File: config.mk
export PLATFORM = sky130hd
export DESIGN_NAME = pulse_duration_word_packer_core_flat
export DESIGN_NICKNAME = d
export VERILOG_FILES = /design/src/design/pdwp_pkg.sv /design/src/design/pdwp_if.sv /design/src/design/pulse_duration_word_packer_core.sv /design/src/design/pdwp_cfg.sv /design/src/design/pdwp_ctrl.sv /design/src/design/pdwp_dp.sv /design/src/flat_wrapper.sv
export SDC_FILE = /design/constraint.sdc
export NUM_CORES = 1
export LEC_CHECK = 0
export BUFFER_PORTS_ARGS = -buffer_cell sky130_fd_sc_hd__buf_2
export CORE_UTILIZATION = 50
export CTS_BUF_LIST = sky130_fd_sc_hd__clkbuf_8
export DETAILED_ROUTE_END_ITERATION = 10
export PLACE_DENSITY = 0.77
export SYNTH_ARGS = -nofsm -noshare
export SYNTH_HDL_FRONTEND = slang
export SYNTH_SLANG_ARGS = --single-unit
File: constraint.sdc
create_clock -name clk -period 3.49 [get_ports clk]
set_input_delay 0 -clock clk [delete_from_list [all_inputs] [get_ports clk]]
set_output_delay 0 -clock clk [all_outputs]
set_load 0.05 [all_outputs]
File: src/design/pdwp_pkg.sv
`timescale 1ns / 1ps

package pdwp_pkg;

  localparam int DUR_W      = 20;
  localparam int HALF_W     = 15;
  localparam int CFG_ADDR_W = 4;
  localparam int CFG_DATA_W = 32;

  localparam logic [HALF_W-1:0] CHUNK_MAX = 15'd32767;

  localparam logic OP_ELEMENT = 1'b0;
  localparam logic OP_FINISH  = 1'b1;

  localparam logic [1:0] REG_CELL_MODE  = 2'd0;
  localparam logic [1:0] REG_PERIOD     = 2'd1;
  localparam logic [1:0] REG_IDLE_LEVEL = 2'd2;

  typedef enum logic [1:0] {
    ST_IDLE,
    ST_RUN,
    ST_FLUSH
  } ctrl_state_t;

  typedef struct packed {
    logic             cell_mode;
    logic [DUR_W-1:0] period;
    logic             idle_level;
  } cfg_t;

  typedef struct packed {
    logic             operation;
    logic [DUR_W-1:0] duration;
    logic             level;
    logic [DUR_W-1:0] duty;
  } in_word_t;

  typedef struct packed {
    logic [HALF_W-1:0] first_duration;
    logic              first_level;
    logic [HALF_W-1:0] second_duration;
    logic              second_level;
    logic              end_word;
    logic              bad_duty;
    logic              last;
  } out_word_t;

  typedef struct packed {
    logic load;
    logic step;
    logic out_load;
    logic out_last;
  } ctrl_cmd_t;

  typedef struct packed {
    logic direct;
    logic run_done;
    logic need_slot;
    logic pend_valid;
    logic slot_free;
  } dp_stat_t;

endpackage

File: src/design/pdwp_if.sv
`timescale 1ns / 1ps

interface pdwp_in_if;
  import pdwp_pkg::*;

  logic             valid;
  logic             ready;
  logic             operation;
  logic [DUR_W-1:0] duration;
  logic             level;
  logic [DUR_W-1:0] duty;

  modport source (output valid, output operation, output duration, output level,
                  output duty, input ready);
  modport sink (input valid, input operation, input duration, input level,
                input duty, output ready);
endinterface

interface pdwp_out_if;
  import pdwp_pkg::*;

  logic              valid;
  logic              ready;
  logic [HALF_W-1:0] first_duration;
  logic              first_level;
  logic [HALF_W-1:0] second_duration;
  logic              second_level;
  logic              end_word;
  logic              bad_duty;
  logic              last;

  modport source (output valid, output first_duration, output first_level,
                  output second_duration, output second_level, output end_word,
                  output bad_duty, output last, input ready);
  modport sink (input valid, input first_duration, input first_level,
                input second_duration, input second_level, input end_word,
                input bad_duty, input last, output ready);
endinterface

File: src/design/pulse_duration_word_packer_core.sv
`timescale 1ns / 1ps
// every word passes through the pending register and then the output register; a finish
// or bad-duty word goes straight to the flush, an element first runs its chunk steps
// a new input word is taken only in idle, after the last one is flushed; the run loop
// takes one step per chunk half and one for the switch to the low part of a cell
// a full output register stalls the flush, and the run loop when a finished word waits for it, until the word is taken
// reset: synchronous active-low rst_n clears configuration, held half and control state

module pulse_duration_word_packer_core (
  input  logic                            clk,
  input  logic                            rst_n,
  pdwp_in_if.sink                         in_chan,
  pdwp_out_if.source                      out_chan,
  input  logic                            cfg_psel,
  input  logic                            cfg_penable,
  input  logic                            cfg_pwrite,
  input  logic [pdwp_pkg::CFG_ADDR_W-1:0] cfg_paddr,
  input  logic [pdwp_pkg::CFG_DATA_W-1:0] cfg_pwdata,
  output logic [pdwp_pkg::CFG_DATA_W-1:0] cfg_prdata,
  output logic                            cfg_pready
);
  import pdwp_pkg::*;

  cfg_t      cfg;
  in_word_t  in_word;
  out_word_t out_word;
  ctrl_cmd_t cmd;
  dp_stat_t  stat;
  logic      in_ready;
  logic      out_valid;

  assign in_word.operation = in_chan.operation;
  assign in_word.duration  = in_chan.duration;
  assign in_word.level     = in_chan.level;
  assign in_word.duty      = in_chan.duty;
  assign in_chan.ready     = in_ready;

  assign out_chan.valid           = out_valid;
  assign out_chan.first_duration  = out_word.first_duration;
  assign out_chan.first_level     = out_word.first_level;
  assign out_chan.second_duration = out_word.second_duration;
  assign out_chan.second_level    = out_word.second_level;
  assign out_chan.end_word        = out_word.end_word;
  assign out_chan.bad_duty        = out_word.bad_duty;
  assign out_chan.last            = out_word.last;

  pdwp_cfg u_cfg (
    .clk         (clk),
    .rst_n       (rst_n),
    .cfg_psel    (cfg_psel),
    .cfg_penable (cfg_penable),
    .cfg_pwrite  (cfg_pwrite),
    .cfg_paddr   (cfg_paddr),
    .cfg_pwdata  (cfg_pwdata),
    .cfg_prdata  (cfg_prdata),
    .cfg_pready  (cfg_pready),
    .cfg         (cfg)
  );

  pdwp_ctrl u_ctrl (
    .clk      (clk),
    .rst_n    (rst_n),
    .in_valid (in_chan.valid),
    .in_ready (in_ready),
    .stat     (stat),
    .cmd      (cmd)
  );

  pdwp_dp u_dp (
    .clk       (clk),
    .rst_n     (rst_n),
    .cfg       (cfg),
    .in_word   (in_word),
    .cmd       (cmd),
    .stat      (stat),
    .out_ready (out_chan.ready),
    .out_valid (out_valid),
    .out_word  (out_word)
  );

endmodule

File: src/design/pdwp_cfg.sv
`timescale 1ns / 1ps

module pdwp_cfg (
  input  logic                                clk,
  input  logic                                rst_n,
  input  logic                                cfg_psel,
  input  logic                                cfg_penable,
  input  logic                                cfg_pwrite,
  input  logic [pdwp_pkg::CFG_ADDR_W-1:0]     cfg_paddr,
  input  logic [pdwp_pkg::CFG_DATA_W-1:0]     cfg_pwdata,
  output logic [pdwp_pkg::CFG_DATA_W-1:0]     cfg_prdata,
  output logic                                cfg_pready,
  output pdwp_pkg::cfg_t                      cfg
);
  import pdwp_pkg::*;

  cfg_t       cfg_r;
  cfg_t       cfg_nxt;
  logic [1:0] reg_sel;
  logic       wr_en;

  assign cfg_pready = 1'b1;
  assign reg_sel    = cfg_paddr[CFG_ADDR_W-1:2];
  assign wr_en      = cfg_psel && cfg_penable && cfg_pwrite && cfg_pready;
  assign cfg        = cfg_r;

  always_comb begin
    cfg_nxt = cfg_r;
    if (wr_en) begin
      unique case (reg_sel)
        REG_CELL_MODE:  cfg_nxt.cell_mode  = cfg_pwdata[0];
        REG_PERIOD:     cfg_nxt.period     = cfg_pwdata[DUR_W-1:0];
        REG_IDLE_LEVEL: cfg_nxt.idle_level = cfg_pwdata[0];
        default:        cfg_nxt = cfg_r;
      endcase
    end
  end

  always_comb begin
    unique case (reg_sel)
      REG_CELL_MODE:  cfg_prdata = CFG_DATA_W'(cfg_r.cell_mode);
      REG_PERIOD:     cfg_prdata = CFG_DATA_W'(cfg_r.period);
      REG_IDLE_LEVEL: cfg_prdata = CFG_DATA_W'(cfg_r.idle_level);
      default:        cfg_prdata = '0;
    endcase
  end

  always_ff @(posedge clk) begin
    if (!rst_n) begin
      cfg_r <= '0;
    end else begin
      cfg_r <= cfg_nxt;
    end
  end

endmodule

File: src/design/pdwp_ctrl.sv
`timescale 1ns / 1ps

module pdwp_ctrl (
  input  logic                 clk,
  input  logic                 rst_n,
  input  logic                 in_valid,
  output logic                 in_ready,
  input  pdwp_pkg::dp_stat_t   stat,
  output pdwp_pkg::ctrl_cmd_t  cmd
);
  import pdwp_pkg::*;

  ctrl_state_t state_r;
  ctrl_state_t state_nxt;

  always_comb begin
    state_nxt = state_r;
    unique case (state_r)
      ST_IDLE: begin
        if (in_valid) begin
          state_nxt = stat.direct ? ST_FLUSH : ST_RUN;
        end
      end
      ST_RUN: begin
        if (stat.run_done) begin
          state_nxt = ST_FLUSH;
        end
      end
      ST_FLUSH: begin
        if (!stat.pend_valid || stat.slot_free) begin
          state_nxt = ST_IDLE;
        end
      end
      default: state_nxt = ST_IDLE;
    endcase
  end

  always_comb begin
    cmd      = '0;
    in_ready = 1'b0;
    unique case (state_r)
      ST_IDLE: begin
        in_ready = 1'b1;
        cmd.load = in_valid;
      end
      ST_RUN: begin
        cmd.step     = !stat.run_done && (!stat.need_slot || stat.slot_free);
        cmd.out_load = !stat.run_done && stat.need_slot && stat.slot_free;
      end
      ST_FLUSH: begin
        cmd.out_load = stat.pend_valid && stat.slot_free;
        cmd.out_last = 1'b1;
      end
      default: cmd = '0;
    endcase
  end

  always_ff @(posedge clk) begin
    if (!rst_n) begin
      state_r <= ST_IDLE;
    end else begin
      state_r <= state_nxt;
    end
  end

endmodule

File: src/design/pdwp_dp.sv
`timescale 1ns / 1ps

module pdwp_dp (
  input  logic                 clk,
  input  logic                 rst_n,
  input  pdwp_pkg::cfg_t       cfg,
  input  pdwp_pkg::in_word_t   in_word,
  input  pdwp_pkg::ctrl_cmd_t  cmd,
  output pdwp_pkg::dp_stat_t   stat,
  input  logic                 out_ready,
  output logic                 out_valid,
  output pdwp_pkg::out_word_t  out_word
);
  import pdwp_pkg::*;

  logic [DUR_W-1:0]  rem_r, rem_nxt;
  logic [DUR_W-1:0]  rem2_r, rem2_nxt;
  logic              lvl_r, lvl_nxt;
  logic [HALF_W-1:0] held_dur_r, held_dur_nxt;
  logic              held_lvl_r, held_lvl_nxt;
  logic              held_valid_r, held_valid_nxt;
  out_word_t         pend_r, pend_nxt;
  logic              pend_valid_r, pend_valid_nxt;
  out_word_t         out_r, out_nxt;
  logic              out_valid_r, out_valid_nxt;
  logic [HALF_W-1:0] chunk;
  logic              bad_cell;

  assign bad_cell = cfg.cell_mode && (in_word.duty > cfg.period);
  assign chunk    = (rem_r > DUR_W'(CHUNK_MAX)) ? CHUNK_MAX : rem_r[HALF_W-1:0];

  assign stat.direct     = (in_word.operation == OP_FINISH) || bad_cell;
  assign stat.run_done   = (rem_r == '0) && (rem2_r == '0);
  assign stat.need_slot  = (rem_r != '0) && held_valid_r && pend_valid_r;
  assign stat.pend_valid = pend_valid_r;
  assign stat.slot_free  = !out_valid_r || out_ready;

  assign out_valid = out_valid_r;
  assign out_word  = out_r;

  always_comb begin
    rem_nxt        = rem_r;
    rem2_nxt       = rem2_r;
    lvl_nxt        = lvl_r;
    held_dur_nxt   = held_dur_r;
    held_lvl_nxt   = held_lvl_r;
    held_valid_nxt = held_valid_r;
    pend_nxt       = pend_r;
    pend_valid_nxt = pend_valid_r;
    out_nxt        = out_r;
    out_valid_nxt  = out_valid_r;

    if (cmd.load) begin
      if (in_word.operation == OP_FINISH) begin
        // close the open word, or send an all-idle end marker
        pend_nxt                 = '0;
        pend_nxt.first_duration  = held_valid_r ? held_dur_r : '0;
        pend_nxt.first_level     = held_valid_r ? held_lvl_r : cfg.idle_level;
        pend_nxt.second_level    = cfg.idle_level;
        pend_nxt.end_word        = 1'b1;
        pend_valid_nxt           = 1'b1;
        held_dur_nxt             = '0;
        held_lvl_nxt             = 1'b0;
        held_valid_nxt           = 1'b0;
        rem_nxt                  = '0;
        rem2_nxt                 = '0;
      end else if (cfg.cell_mode) begin
        if (bad_cell) begin
          pend_nxt          = '0;
          pend_nxt.bad_duty = 1'b1;
          pend_valid_nxt    = 1'b1;
          rem_nxt           = '0;
          rem2_nxt          = '0;
        end else begin
          rem_nxt  = in_word.duty;
          lvl_nxt  = 1'b1;
          rem2_nxt = cfg.period - in_word.duty;
        end
      end else begin
        rem_nxt  = in_word.duration;
        lvl_nxt  = in_word.level;
        rem2_nxt = '0;
      end
    end

    if (cmd.step) begin
      if (rem_r == '0) begin
        // move on to the low part of the cell
        rem_nxt  = rem2_r;
        rem2_nxt = '0;
        lvl_nxt  = 1'b0;
      end else begin
        rem_nxt = rem_r - DUR_W'(chunk);
        if (held_valid_r) begin
          pend_nxt                 = '0;
          pend_nxt.first_duration  = held_dur_r;
          pend_nxt.first_level     = held_lvl_r;
          pend_nxt.second_duration = chunk;
          pend_nxt.second_level    = lvl_r;
          pend_valid_nxt           = 1'b1;
          held_dur_nxt             = '0;
          held_lvl_nxt             = 1'b0;
          held_valid_nxt           = 1'b0;
        end else begin
          held_dur_nxt   = chunk;
          held_lvl_nxt   = lvl_r;
          held_valid_nxt = 1'b1;
        end
      end
    end

    if (cmd.out_load) begin
      out_nxt       = pend_r;
      out_nxt.last  = cmd.out_last;
      out_valid_nxt = 1'b1;
      if (cmd.out_last) begin
        pend_valid_nxt = 1'b0;
      end
    end else if (out_ready) begin
      out_valid_nxt = 1'b0;
    end
  end

  always_ff @(posedge clk) begin
    if (!rst_n) begin
      held_dur_r   <= '0;
      held_lvl_r   <= 1'b0;
      held_valid_r <= 1'b0;
      pend_valid_r <= 1'b0;
      out_valid_r  <= 1'b0;
    end else begin
      held_dur_r   <= held_dur_nxt;
      held_lvl_r   <= held_lvl_nxt;
      held_valid_r <= held_valid_nxt;
      pend_valid_r <= pend_valid_nxt;
      out_valid_r  <= out_valid_nxt;
    end
  end

  always_ff @(posedge clk) begin
    rem_r  <= rem_nxt;
    rem2_r <= rem2_nxt;
    lvl_r  <= lvl_nxt;
    pend_r <= pend_nxt;
    out_r  <= out_nxt;
  end

endmodule
File: src/flat_wrapper.sv
// flat-port wrapper written by rule: the top's interface ports become plain ports
module pulse_duration_word_packer_core_flat import pdwp_pkg::*;
  (clk, rst_n, cfg_psel, cfg_penable, cfg_pwrite, cfg_paddr, cfg_pwdata, cfg_prdata, cfg_pready, in_chan_valid, in_chan_operation, in_chan_duration, in_chan_level, in_chan_duty, in_chan_ready, out_chan_valid, out_chan_first_duration, out_chan_first_level, out_chan_second_duration, out_chan_second_level, out_chan_end_word, out_chan_bad_duty, out_chan_last, out_chan_ready);
  pdwp_in_if in_chan_i ();
  pdwp_out_if out_chan_i ();
  input  logic clk;
  input  logic rst_n;
  input  logic cfg_psel;
  input  logic cfg_penable;
  input  logic cfg_pwrite;
  input  logic [pdwp_pkg::CFG_ADDR_W-1:0] cfg_paddr;
  input  logic [pdwp_pkg::CFG_DATA_W-1:0] cfg_pwdata;
  output logic [pdwp_pkg::CFG_DATA_W-1:0] cfg_prdata;
  output logic cfg_pready;
  input wire logic [$bits(in_chan_i.valid)-1:0] in_chan_valid;
  input wire logic [$bits(in_chan_i.operation)-1:0] in_chan_operation;
  input wire logic [$bits(in_chan_i.duration)-1:0] in_chan_duration;
  input wire logic [$bits(in_chan_i.level)-1:0] in_chan_level;
  input wire logic [$bits(in_chan_i.duty)-1:0] in_chan_duty;
  output wire logic [$bits(in_chan_i.ready)-1:0] in_chan_ready;
  output wire logic [$bits(out_chan_i.valid)-1:0] out_chan_valid;
  output wire logic [$bits(out_chan_i.first_duration)-1:0] out_chan_first_duration;
  output wire logic [$bits(out_chan_i.first_level)-1:0] out_chan_first_level;
  output wire logic [$bits(out_chan_i.second_duration)-1:0] out_chan_second_duration;
  output wire logic [$bits(out_chan_i.second_level)-1:0] out_chan_second_level;
  output wire logic [$bits(out_chan_i.end_word)-1:0] out_chan_end_word;
  output wire logic [$bits(out_chan_i.bad_duty)-1:0] out_chan_bad_duty;
  output wire logic [$bits(out_chan_i.last)-1:0] out_chan_last;
  input wire logic [$bits(out_chan_i.ready)-1:0] out_chan_ready;
  assign in_chan_i.valid = in_chan_valid;
  assign in_chan_i.operation = in_chan_operation;
  assign in_chan_i.duration = in_chan_duration;
  assign in_chan_i.level = in_chan_level;
  assign in_chan_i.duty = in_chan_duty;
  assign in_chan_ready = in_chan_i.ready;
  assign out_chan_valid = out_chan_i.valid;
  assign out_chan_first_duration = out_chan_i.first_duration;
  assign out_chan_first_level = out_chan_i.first_level;
  assign out_chan_second_duration = out_chan_i.second_duration;
  assign out_chan_second_level = out_chan_i.second_level;
  assign out_chan_end_word = out_chan_i.end_word;
  assign out_chan_bad_duty = out_chan_i.bad_duty;
  assign out_chan_last = out_chan_i.last;
  assign out_chan_i.ready = out_chan_ready;
  pulse_duration_word_packer_core u_core (.clk(clk), .rst_n(rst_n), .in_chan(in_chan_i), .out_chan(out_chan_i), .cfg_psel(cfg_psel), .cfg_penable(cfg_penable), .cfg_pwrite(cfg_pwrite), .cfg_paddr(cfg_paddr), .cfg_pwdata(cfg_pwdata), .cfg_prdata(cfg_prdata), .cfg_pready(cfg_pready));
endmodule
Word level (Yosys, flattened, before mapping)
Cells that the tools add are included.
Widths: inputs -> output; s select.
- register bits: 154
- input port bits: 85
- output and inout port bits: 70
- word-level logic and storage cells: 131
- add/sub/neg operators: 2
- order comparisons: 2
- equality and inequality tests: 7
- multiplexer cells: 65
- reduce and logical (&&, ||, !) cells: 29
- operators by type and width (cell ; number):
    $mux 35 ; 7
    $mux 20 ; 12
    $mux 15 ; 7
    $pmux 20 s3 ; 1
    $logic_not 20->1 ; 2
    $mux 1 ; 32
    $gt 20x15->1 const B ; 1
    $gt 20x20->1 ; 1
    $reduce_bool 20->1 ; 1
    $sub 20x15->20 ; 1
    $sub 20x20->20 ; 1
    $logic_and 1x1->1 ; 10
    $mux 2 ; 4
    $ne 2x2->1 const B ; 3
    $pmux 2 s3 ; 1
    $reduce_and 2->1 ; 3
    $eq 2x1->1 const B ; 2
    $eq 2x2->1 const B ; 2
    $logic_not 1->1 ; 4
    $logic_not 2->1 ; 2
    $logic_or 1x1->1 ; 4
    $reduce_bool 2->1 ; 2
    $reduce_and 3->1 ; 1
    $pmux 1 s2 ; 1

Logic depth before layout (Yosys ltp)
- word-level depth: 11
- mapped depth: 13
- gate-level depth less buffers: 12

By module
A second synthesis with hierarchy kept.
- cells, all modules: 851
- area, all modules: 7785.0 µm²
- modules (own cells, without submodules) (module ; times used ; cells each ; area an instance (µm²)):
    pdwp_dp ; 1 ; 691 ; 6422.4
    pdwp_cfg ; 1 ; 135 ; 1164.9
    pdwp_ctrl ; 1 ; 25 ; 197.7

Least setup slack after synthesis
No wires, ideal clock.
- path type: reg2reg
- start: register u_core.u_dp.rem_r[16]
- end: register u_core.u_dp.rem_r[12], data pin
- library setup time: 0.261 ns
- arrival: 2.948 ns
- data required time: 3.229 ns
- slack: 0.282 ns
- stages on the path, launching flop included: 12
- cells stage by stage: edfxtp_1 -> or3_4 -> or3_1 -> buf_6 -> clkbuf_1 -> clkbuf_1 -> nand2b_1 -> ha_1 -> clkbuf_1 -> o21ai_0 -> a221o_1 -> a221o_1
- word-level cells in the longest chain between the ends: 8
- elaborated cells between the ends (all ways): 15
- those cells by class: add/sub (1); order compare (1); mux (4); reduce/logical (9)
- RTL lines (what ; RTL line ; RTL):
    start: declaration ; pdwp_dp.sv:16 ; logic [DUR_W-1:0] rem_r, rem_nxt;
    start signal: assignment ; pdwp_dp.sv:141 ; rem_r <= rem_nxt;
    parallel branches: the longest is 7 deep, another holds $gt 20x15->1 ; - ;
    $mux 20 (*) ; pdwp_dp.sv:86 ; if (cmd.step) begin
    via u_core.u_dp.rem_nxt[12] ; pdwp_dp.sv:16 ;
Mark *: on every way through the listed nets, which the timed path passes.
A chain may end at the register's enable or synchronous reset.

Worst setup path in the final report
Same ends and word-level chain as after synthesis.

==> results.toml <==
[final_layout]
layout_common_cells = "sky130_fd_sc_hd__buf_2 (127), sky130_fd_sc_hd__nand2_1 (110), sky130_fd_sc_hd__dfxtp_1 (98)"
syn_to_final_growth_pct = 24.5
num-nets-final = 1115
postLayoutCoreUtil = 0.647
stdcell_count = 1202
post-route-cell-area_um2 = 9520
filler_cell_count = 1201
layout-drive-gt1-share = 0.195
final_common_cell = "sky130_fd_sc_hd__buf_2"
insertedDiodeCount = 0

[drt]
met3_wirelength_um = 1120
detail_route.wirelength_um = 19600
dr.first_iter.drc_count = 500
detail_route.vias_per_cell = 5.57
drt_first_pass_iters = 8
drcViolationCount = 8
wl_per_cell_um = 16.3
top_layer = "met4"
route.antenna.remaining_nets = 0
num_vias = 6696
sum_of_routed_wire_segments_on_met1_um = 8530
wl_met2_um = 9420

[place]
port_buffers = 127
post-dp-hpwl_um = 13300
place_congestion = 0.879
place_area_um2 = 8460
dp_worst_setup_slack_ns = 0.302
number_of_placed_instances_taps_included = 1101

[setup_path]
crit_path_top_delay_cell = "sky130_fd_sc_hd__or3_1"
worstPathCellList = "or3_4, or3_1, or3_1, o21ai_4, or2_4, nor3b_4, buf_4, a22o_1, a221o_1"
timing_worst_setup_path_type = "reg -> reg"
worst_r2r_path_depth = 9
critical_path.max_stage_delay_ns = 0.55
crit_cells = 9
setup.worst_path.end = "u_core.u_dp.rem_r[12]"
worst_path_dominant_cell_family = "simple AND/OR/NAND/NOR gates"
timing.rr.start = "u_core.u_dp.rem_r[16]"
cp_data_arrival_time_ns = 3.57
r2r_setup_slack_ns = 0.26
timing.critical_path.from = "u_core.u_dp.rem_r[16]"
worstPathBufferInverterCount = 1
cp_data_required_time_ns = 3.83
type_of_element_launching_the_critical_path = "flip-flop"
crit_path_max_fanout = 20
cp_common_cell = "sky130_fd_sc_hd__or3_1"
end_kind = "flip-flop"
worstReg2RegEnd = "u_core.u_dp.rem_r[12]"

[yosys]
yosys.cell_types.count = 62
synth_sequential_area_ratio = 0.473
synthesis_stage_register_bit_count = 153
syn-cell-area_um2 = 7640
average_cell_area_after_synthesis_um2 = 9.34
synthFlopType = "sky130_fd_sc_hd__dfxtp_1"
asyncSetResetFlopFracSynth = 0
yosys_warnings = 0
number_of_enable_type_register_cells_in_the_synthesized_netlist = 55
syn_inst = 818

[floorplanning]
placeable_core_region_um2 = 14700
floorplan.die.height_um = 126
floorplan.die_area_um2 = 15800
num_io_pins = 155
num_rows = 44
floorplan.initialDensity = 0.520
die_w_um = 126

[clock_network]
root_buffer = "sky130_fd_sc_hd__clkbuf_8"
number_of_buffers_between_clock_root_and_the_deepest_sink = 2
resized_gates_after_cts = 0
worstSkewPairLatency_ns = 0.47
clock_sinks = 153
post_cts_buffers = 0
cts_tree = "done"
ctsHtreeMaxLevel = 4
cts-buffers-inserted = 17
clkTransAtPathRegs_ns = 0.09

[sta]
timing.final.crit_period_ns = 3.23
timing_worst_slew_pin_value_ns = 1.20
final_slew_viol_count = 0
fin_worst_skew_ns = 0.0138
fin_ws_ns = 0.256
fin_setup_tns_ns = 0
timing.final.setup_violations = 0
layout_worst_path_cycle_share = 0.927
timing.slew.headroom = 0.196
max_clock_freq_ghz = 0.309
setup_repair_after_global_routing_missed_its_margin = "no"
final-hold-violation-count = 0

[power]
power.density_cell_area_nw_per_um2 = 410
vdd_ir_drop_max_mv = 0.224
cellLeakagePower_uw = 0.00404

[run_status]
run_status = "complete, but fails checks"
violations = "design-rule violations"

[global_routing]
grt_overflow = 0
grt_pass1_wl_um = 31400
global_route.usage.total = 0.253
grt_max_degree = 44
first_global_vias = 6476
number_of_antenna_violations_at_the_first_check_in_global_routing = 0

[job]
maxCapViolCount = 0

[worst_hold_path]
min-delay-path-class = "in -> reg"
[metrics by stage]
| stage | total power (uW) | hold WS [ns] |
|---|---|---|
| CTS | 3910 | 0.0654 |
| global placement | 2600 | 0.256 |
| detailed placement | 2620 | 0.261 |
| global route | 4060 | 0.123 |
| finish | 3900 | 0.105 |
| floorplan | 2440 | 0.145 |
[registers in the layout, indices dropped and copies added, names as in the netlist, 2 cells and up]
register and count:
u_core.u_dp.out_word 35, u_core.u_dp.rem2_r 20, u_core.u_ctrl.state_r 2, u_core.u_dp.rem_r 20
u_core.u_dp.pend_r 34, u_core.u_cfg.cfg 22, u_core.u_dp.held_dur_r 15
[logic make-up after synthesis]
family,after synthesis,synth area share
other,2,0.000983
and+or+nand+nor,286,0.178
buffers and inverters,96,0.0596
adders and majority gates,25,0.0419
xor gates and xnor gates,21,0.0241
DFF,153,0.473
AOI/OAI and AO/OA,229,0.215
muxes,6,0.00786
[how the worst min path moves through the flow]
stage                   start  cells after the start                  endpoint
3_5_place_dp   cfg_pwdata[16]                      3      u_core.u_cfg.cfg[17]
6_report                rst_n                      3  u_core.u_dp.pend_valid_r
4_1_cts                 rst_n                      3  u_core.u_dp.pend_valid_r
2_1_floorplan   cfg_pwdata[0]                      2       u_core.u_cfg.cfg[1]
3_3_place_gp   cfg_pwdata[10]                      3      u_core.u_cfg.cfg[11]
5_1_grt                 rst_n                      3  u_core.u_dp.pend_valid_r
[report_power, final]
part / switching, uW / leakage, uW / internal [uW]
clock: 736 / 0.000180 / 519
sequential: 90.1 / 0.00136 / 1940
combinational: 355 / 0.00250 / 266
[final cells by class]
type                            count  area (um2)  area share
Tap cell                          184         230      0.0242
Inverter                           34         128      0.0134
Sequential cell                   153        3610       0.380
Clock inverter                     15         134      0.0141
Multi-Input combinational cell    580        3630       0.381
Clock buffer                       17         234      0.0246
Timing Repair Buffer              219        1550       0.163
[layer usage]
metal  vias up  global-route usage
met3        42              0.0463
met5         -                   0
li1       3290                   -
met1      3131               0.312
met4         0               0.115
met2       233               0.431
[synth_stat cells, types with 4 or more instances]
master / count / area, um2
sky130_fd_sc_hd__nand2_1: 110 / 413
sky130_fd_sc_hd__dfxtp_1: 98 / 1960
sky130_fd_sc_hd__nor2_1: 67 / 251
sky130_fd_sc_hd__edfxtp_1: 55 / 1650
sky130_fd_sc_hd__a21oi_1: 40 / 200
sky130_fd_sc_hd__o21ai_0: 39 / 195
sky130_fd_sc_hd__a21boi_0: 38 / 285
sky130_fd_sc_hd__clkbuf_1: 36 / 135
sky130_fd_sc_hd__inv_1: 34 / 128
sky130_fd_sc_hd__ha_1: 24 / 300
sky130_fd_sc_hd__and2_1: 23 / 144
sky130_fd_sc_hd__nand3_1: 19 / 95.1
sky130_fd_sc_hd__a221o_1: 18 / 180
sky130_fd_sc_hd__a22o_1: 18 / 158
sky130_fd_sc_hd__a22oi_1: 15 / 113
sky130_fd_sc_hd__o2bb2ai_1: 15 / 131
sky130_fd_sc_hd__buf_4: 14 / 105
sky130_fd_sc_hd__nor4_1: 12 / 75.1
sky130_fd_sc_hd__xnor2_1: 12 / 105
sky130_fd_sc_hd__nor2b_1: 10 / 62.6
sky130_fd_sc_hd__nor3_1: 10 / 50.1
sky130_fd_sc_hd__nand4_1: 9 / 56.3
sky130_fd_sc_hd__xor2_1: 9 / 78.8
sky130_fd_sc_hd__a21o_1: 8 / 60.1
sky130_fd_sc_hd__a31oi_1: 7 / 43.8
sky130_fd_sc_hd__mux2i_1: 6 / 60.1
sky130_fd_sc_hd__buf_1: 5 / 18.8
sky130_fd_sc_hd__nand2b_1: 5 / 31.3
sky130_fd_sc_hd__o211ai_1: 4 / 30.0
sky130_fd_sc_hd__o21a_1: 4 / 30.0
sky130_fd_sc_hd__or3_1: 4 / 25.0
[worst reg2reg max path: stages (launching register included)]
cell and delay (ns):
sky130_fd_sc_hd__edfxtp_1 0.44, sky130_fd_sc_hd__or3_4 0.41, sky130_fd_sc_hd__or3_1 0.55, sky130_fd_sc_hd__or3_1 0.49, sky130_fd_sc_hd__o21ai_4 0.20, sky130_fd_sc_hd__or2_4 0.24
sky130_fd_sc_hd__nor3b_4 0.20, sky130_fd_sc_hd__buf_4 0.28, sky130_fd_sc_hd__a22o_1 0.19, sky130_fd_sc_hd__a221o_1 0.11
[repair_timing]
item / CTS / global route
setup endpoints to repair: 0 / 0
hold endpoints to repair: 48 / 0
hold buffers: 69 / 0
Note: power is estimated with default switching activity, not from simulation.
